`config.mk`:
```
export PLATFORM = sky130hd
export DESIGN_NAME = utf8_cyrillic_lcd_line_formatter
export DESIGN_NICKNAME = d
export VERILOG_FILES = /design/src/rtl/core/ucllf_pkg.sv /design/src/rtl/core/utf8_cyrillic_lcd_line_formatter.sv
export SDC_FILE = /design/constraint.sdc
export NUM_CORES = 1
export LEC_CHECK = 0
export ABC_AREA = 1
export CAP_MARGIN = 30
export CELL_PAD_IN_SITES_DETAIL_PLACEMENT = 0
export CELL_PAD_IN_SITES_GLOBAL_PLACEMENT = 2
export CORE_MARGIN = 2
export CORE_UTILIZATION = 35
export CTS_BUF_LIST = sky130_fd_sc_hd__clkbuf_16
export DETAILED_ROUTE_END_ITERATION = 6
export DONT_BUFFER_PORTS = 1
export PLACE_DENSITY_LB_ADDON = 0.1
export RECOVER_POWER = 100
export SYNTH_ARGS = -nofsm -noshare
export SYNTH_HDL_FRONTEND = slang
export SYNTH_SLANG_ARGS = --single-unit
```
`constraint.sdc`:
```
create_clock -name clk -period 3.65 [get_ports clk]
set_input_delay 0.365 -clock clk [delete_from_list [all_inputs] [get_ports clk]]
set_output_delay 0.365 -clock clk [all_outputs]
set_load 0.01 [all_outputs]
```
`src/rtl/core/ucllf_pkg.sv`:
```
// constants, types and helper functions of the utf-8 cyrillic line formatter
`timescale 1ns / 1ps
`default_nettype none
package ucllf_pkg;

	localparam int SLOT_W = 5;
	localparam logic [SLOT_W-1:0] LINE_CHARS = 5'd16;
	localparam logic [SLOT_W-1:0] SLOT_MAX = 5'd31;

	localparam int PADDR_W = 3;
	localparam int PDATA_W = 32;
	localparam logic REG_LINE_MODE = 1'b0;

	localparam logic [1:0] LEAD_NONE = 2'd0;
	localparam logic [1:0] LEAD_D0 = 2'd1;
	localparam logic [1:0] LEAD_D1 = 2'd2;
	localparam logic [1:0] LEAD_OTHER = 2'd3;

	localparam logic [7:0] BYTE_ASCII_END = 8'h80;
	localparam logic [7:0] BYTE_LEAD_D0 = 8'hD0;
	localparam logic [7:0] BYTE_LEAD_D1 = 8'hD1;
	localparam logic [7:0] CHAR_SPACE = 8'h20;

	typedef struct packed {
		logic hit;
		logic [7:0] code;
	} map_res_t;

	function automatic map_res_t map_pair(input logic [1:0] kind, input logic [7:0] b);
		map_res_t r;
		r.hit = 1'b0;
		r.code = b;
		case (kind)
			LEAD_D0: begin
				if (b >= 8'h90 && b <= 8'hBF) begin
					r.hit = 1'b1;
					r.code = b + 8'h30;
				end else if (b == 8'h81) begin
					r.hit = 1'b1;
					r.code = 8'hA8;
				end
			end
			LEAD_D1: begin
				if (b >= 8'h80 && b <= 8'h8F) begin
					r.hit = 1'b1;
					r.code = b + 8'h70;
				end else if (b == 8'h91) begin
					r.hit = 1'b1;
					r.code = 8'hB8;
				end
			end
			default: r.hit = 1'b0;
		endcase
		return r;
	endfunction

	function automatic logic [SLOT_W-1:0] slot_inc(input logic [SLOT_W-1:0] s);
		return (s == SLOT_MAX) ? s : s + 1'b1;
	endfunction

endpackage
`default_nettype wire

```
`src/rtl/core/utf8_cyrillic_lcd_line_formatter.sv`:
```
// each input beat passes the input register, then the result register
// throughput: one input beat per cycle while in_stall is low; each beat gives at most one result beat
// a string end in line mode adds up to LINE_CHARS space beats, one per cycle from the
//   result register while out_stall is low, and the input stalls until the last of them is loaded
// reset: pipeline and pad counter empty, no lead byte pending, slot count 0, line mode on
`timescale 1ns / 1ps
`default_nettype none
module utf8_cyrillic_lcd_line_formatter import ucllf_pkg::*; (
	input  wire logic               clk,
	input  wire logic               arst_n,
	input  wire logic               in_valid,
	output logic                    in_stall,
	input  wire logic               byte_valid,
	input  wire logic [7:0]         byte_in,
	input  wire logic               string_end,
	output logic                    out_valid,
	input  wire logic               out_stall,
	output logic [7:0]              char_code,
	output logic                    line_done,
	input  wire logic               psel,
	input  wire logic               penable,
	input  wire logic               pwrite,
	input  wire logic [PADDR_W-1:0] paddr,
	input  wire logic [PDATA_W-1:0] pwdata,
	output logic [PDATA_W-1:0]      prdata,
	output logic                    pready
);

	logic               line_mode_q;
	logic               valid_s1;
	logic               byte_valid_s1;
	logic [7:0]         byte_s1;
	logic               end_s1;
	logic [1:0]         lead_q;
	logic [SLOT_W-1:0]  slot_q;
	logic [SLOT_W-1:0]  pad_q;
	logic               out_valid_q;
	logic [7:0]         char_q;
	logic               done_q;

	logic               out_free;
	logic               take_s1;
	logic               line_full;
	map_res_t           mr;
	logic               has_char;
	logic [7:0]         code;
	logic [1:0]         lead_n;
	logic [SLOT_W-1:0]  slot_n;
	logic [SLOT_W-1:0]  pad_cnt;
	logic               load_out;
	logic [7:0]         load_code;
	logic               load_done;
	logic [SLOT_W-1:0]  pad_n;

	assign pready = 1'b1;
	assign prdata = (paddr[2] == REG_LINE_MODE) ? {{(PDATA_W-1){1'b0}}, line_mode_q} : '0;

	always_ff @(posedge clk or negedge arst_n) begin
		if (!arst_n) begin
			line_mode_q <= 1'b1;
		end else if (psel && penable && pwrite && pready && paddr[2] == REG_LINE_MODE) begin
			line_mode_q <= pwdata[0];
		end
	end

	assign out_free = !out_valid_q || !out_stall;
	assign take_s1 = valid_s1 && out_free && (pad_q == '0);
	assign in_stall = valid_s1 && !take_s1;

	// input register
	always_ff @(posedge clk or negedge arst_n) begin
		if (!arst_n) begin
			valid_s1 <= 1'b0;
		end else if (!in_stall) begin
			valid_s1 <= in_valid;
		end
	end

	always_ff @(posedge clk) begin
		if (in_valid && !in_stall) begin
			byte_valid_s1 <= byte_valid;
			byte_s1 <= byte_in;
			end_s1 <= string_end;
		end
	end

	// decode of the held beat
	assign line_full = line_mode_q && (slot_q >= LINE_CHARS);
	assign mr = map_pair(lead_q, byte_s1);

	always_comb begin
		has_char = 1'b0;
		code = byte_s1;
		lead_n = lead_q;
		slot_n = slot_q;
		if (byte_valid_s1) begin
			if (lead_q != LEAD_NONE) begin
				has_char = mr.hit;
				code = mr.code;
				lead_n = LEAD_NONE;
				slot_n = slot_inc(slot_q);
			end else if (!line_full) begin
				if (byte_s1 < BYTE_ASCII_END) begin
					has_char = 1'b1;
					slot_n = slot_inc(slot_q);
				end else if (byte_s1 == BYTE_LEAD_D0) begin
					lead_n = LEAD_D0;
				end else if (byte_s1 == BYTE_LEAD_D1) begin
					lead_n = LEAD_D1;
				end else begin
					lead_n = LEAD_OTHER;
				end
			end
		end
		pad_cnt = (end_s1 && line_mode_q && slot_n < LINE_CHARS) ? LINE_CHARS - slot_n : '0;
	end

	// result register loading
	always_comb begin
		load_out = 1'b0;
		load_code = CHAR_SPACE;
		load_done = 1'b0;
		pad_n = pad_q;
		if (take_s1) begin
			if (has_char) begin
				load_out = 1'b1;
				load_code = code;
				load_done = end_s1 && (pad_cnt == '0);
				pad_n = pad_cnt;
			end else if (pad_cnt != '0) begin
				load_out = 1'b1;
				load_done = (pad_cnt == 5'd1);
				pad_n = pad_cnt - 1'b1;
			end
		end else if (pad_q != '0 && out_free) begin
			load_out = 1'b1;
			load_done = (pad_q == 5'd1);
			pad_n = pad_q - 1'b1;
		end
	end

	always_ff @(posedge clk or negedge arst_n) begin
		if (!arst_n) begin
			lead_q <= LEAD_NONE;
			slot_q <= '0;
			pad_q <= '0;
			out_valid_q <= 1'b0;
		end else begin
			if (take_s1) begin
				lead_q <= end_s1 ? LEAD_NONE : lead_n;
				slot_q <= end_s1 ? '0 : slot_n;
			end
			pad_q <= pad_n;
			if (out_free) begin
				out_valid_q <= load_out;
			end
		end
	end

	always_ff @(posedge clk) begin
		if (load_out) begin
			char_q <= load_code;
			done_q <= load_done;
		end
	end

	assign out_valid = out_valid_q;
	assign char_code = char_q;
	assign line_done = done_q;

endmodule
`default_nettype wire

```
==> flow_summary.yaml <==
synthesis:
  syn-cell-area_mm2: 0.00253
  synth_top_area_share_pct: 22.6
  synth_largest_area_cell: "edfxtp_1"
  synthCells: 318
  ys_seq_area_share_pct: 37.5
  ys_top_cells_by_area: "edfxtp_1, dfrtp_1, nand2_1"
  ys_types: 38
  synthArstFlopShare_pct: 44.1
  ys.flop_type: "edfxtp_1"
  ys_warn_count: 0
  synth-seq-cells: 34
  synth-edff-count: 19
  syn_area_per_cell_um2: 7.95
  yosysMostFrequentCell: "nand2_1"
  synth_common_cells: "nand2_1, inv_1, buf_4"
critical_path:
  r2r_cells: 21
  cp_max_fo: 13
  end_kind: "register"
  required_ns: 3.62
  cp.arrival_ns: 3.28
  crit_path_start_kind: "register"
  path_class: "register to register"
timing:
  setup_viol: 0
  finalMaxSlewViolations: 0
  fin_setup_tns_ns: 0
  max_slew_margin_pct: 48.9
  worst_slew_pin_slew_ns: 0.764
  fmax_mhz: 302
  rsz0062_at_grt: "no"
  hold_viol: 0
  fin_worst_skew_ns: 0.00616
  period_needed_ns: 3.31
  fin_crit_sh_pct: 90.8
clock_tree:
  clockBufferDepth: 2
  cts_setup_buffers: 0
  cts_tree: "done"
  clock_latency_ns: 0.27
  htree_levels: 2
  cts-root-buf: "clkbuf_16"
  cts_num_sinks: 34
  clkTransAtPathRegs_ns: 0.05
  numCtsBuffers: 5
power:
  finalPower_mw: 1.92
  p_leak_nw: 1.30
  ir_drop_mv: 0.214
  powerDensity_mw_per_mm2: 708
placed_design:
  hpwl_um: 4170
  place_congestion: 0.785
  portBuffers: 0
  place_area_mm2: 0.00254
  dp.cells: 415
final_layout:
  fin_area_mm2: 0.00271
  fin_cells: 425
  final_layout_size_suffix_gt1_share_pct: 11.6
  nets: 392
  synthToLayoutAreaGrowth_pct: 7.32
  antenna_cells: 0
  fill_cells: 735
drt:
  routedWlPerCell_um: 12.3
  dr.pass1.iters: 4
  vias_per_cell: 4.44
  ant_nets: 0
  drt-initial-drc-count: 132
  via_count: 1888
  drc: 0
  drt_wl_total_um: 5210
global_route:
  grt_pass1_vias: 1812
  grtUsageTotal_pct: 14.3
  antenna_found_initial: 0
  grt_max_degree: 16
  grt_overflow_total: 0
  grt_pass1_wl_um: 8680
die:
  dieArea_mm2: 0.00792
  ios: 96
  die_y_um: 89
  initial_core_util_pct: 36.6
  dieWidth_um: 89
  row_count: 30
  core_mm2: 0.00691
job:
  cap_violations: 0
min_path:
  holdPathStages: 0
  hold_class: "primary input to register"
run_status:
  status: "finished clean"
==> cells in the final DEF, fill, tap and decap left out, types with 2 or more instances in the layout <==
cell type and count:
nor2_1 22, nand2_4 5, nand4_1 7, xnor2_1 2, clkbuf_16 5, clkbuf_1 2
nand2_2 5, xor2_1 2, ha_1 11, o211ai_1 2, inv_1 41, dfrtp_1 14
nor2_2 3, conb_1 32, o21ai_0 13, inv_2 3, o21ai_2 2, edfxtp_1 19
nand2_1 77, o22ai_1 5, buf_4 4, o21ai_1 2, o41ai_1 2, or2_2 2
a21oi_1 4, nor2_8 2, o221ai_1 2, nand3_1 21, nor3_1 4
==> worst paths after layout <==
check / startpoint / endpoint / slack, ns
worst max-delay path: lead_q[0] / char_code[6] / 0.34
worst min-delay path: byte_valid / byte_valid_s1 / 0.19
worst max register to register: lead_q[0] / char_code[6] / 0.34
worst min register to register: pad_q[4] / pad_q[4] / 0.50
max in group asynchronous: arst_n / pad_q[0] / 2.56
min in group asynchronous: arst_n / pad_q[2] / 0.61
==> logic make-up (layout without fill, tap and decap cells) <==
group | count (synthesis) | in the layout | share of synthesized area, %
AOI/OAI and AO/OA | 36 | 36 | 8.86
xor gates and xnor gates | 4 | 4 | 1.39
adders and majority gates | 12 | 12 | 5.94
buffers and inverters | 78 | 59 | 16.7
DFF | 34 | 34 | 37.5
other | 2 | 32 | 0.297
and+or+nand+nor | 152 | 152 | 29.3
==> area by class of cell <==
class / count / area (um^2) / area share, %
multi-input combinational: 236 / 1270 / 46.7
sequential: 34 / 947 / 34.9
inverter: 44 / 168 / 6.18
clock buffer: 5 / 125 / 4.61
tap: 96 / 120 / 4.43
timing repair buffer: 7 / 47.5 / 1.75
clock inverter: 3 / 37.5 / 1.38
==> timing repair <==
action	4_1_cts	5_1_grt
setup endpoints to repair	0	13
hold endpoints to repair	15	0
hold buffers	1	0
gates resized for setup	0	2
==> worst max-delay path: stages, from the launching register on <==
cell,delay [ns]
dfrtp_1,0.37
inv_1,0.07
ha_1,0.25
nand2_4,0.10
nand2_4,0.06
nor2_8,0.19
nand2_4,0.08
nand2_1,0.09
nand2_2,0.09
nand2_4,0.10
nor2_2,0.05
ha_1,0.18
nor3_2,0.24
inv_1,0.14
nor2_8,0.15
nand2_1,0.14
ha_2,0.24
nand2_1,0.07
inv_1,0.05
nand3_2,0.09
nand2_4,0.09
inv_4,0.15
==> per-layer routing <==
layer / GRT usage (%) / routed length (um) / up-vias
met2: 22.6 / 2270 / 60
met1: 20.0 / 2660 / 835
li1: - / - / 991
met5: 0 / 0 / -
met3: 2.40 / 239 / 2
met4: 4.48 / 40 / 0
==> metrics by stage <==
stage	util (%)	worst slack, ns	hold slack [ns]
final	39.3	0.336	0.185
after floorplan	-	0.608	0.0694
after CTS	39.3	0.115	0.179
after global placement	36.8	0.141	0.0698
after global routing	39.3	0.0340	0.173
after detailed placement	36.8	0.126	0.0698
==> where the power goes <==
group / internal (mW) / switching (mW) / total (mW)
clock: 0.317 / 0.144 / 0.460
sequential: 0.536 / 0.107 / 0.643
combinational: 0.286 / 0.531 / 0.817
total: 1.14 / 0.782 / 1.92
==> registers in the layout (all words and copies together), names as in the netlist, 2 cells and up <==
name	flops
byte_s1	8
char_code	8
lead_q	2
pad_q	5
slot_q	5
Note: power is estimated with default switching activity, not from simulation.
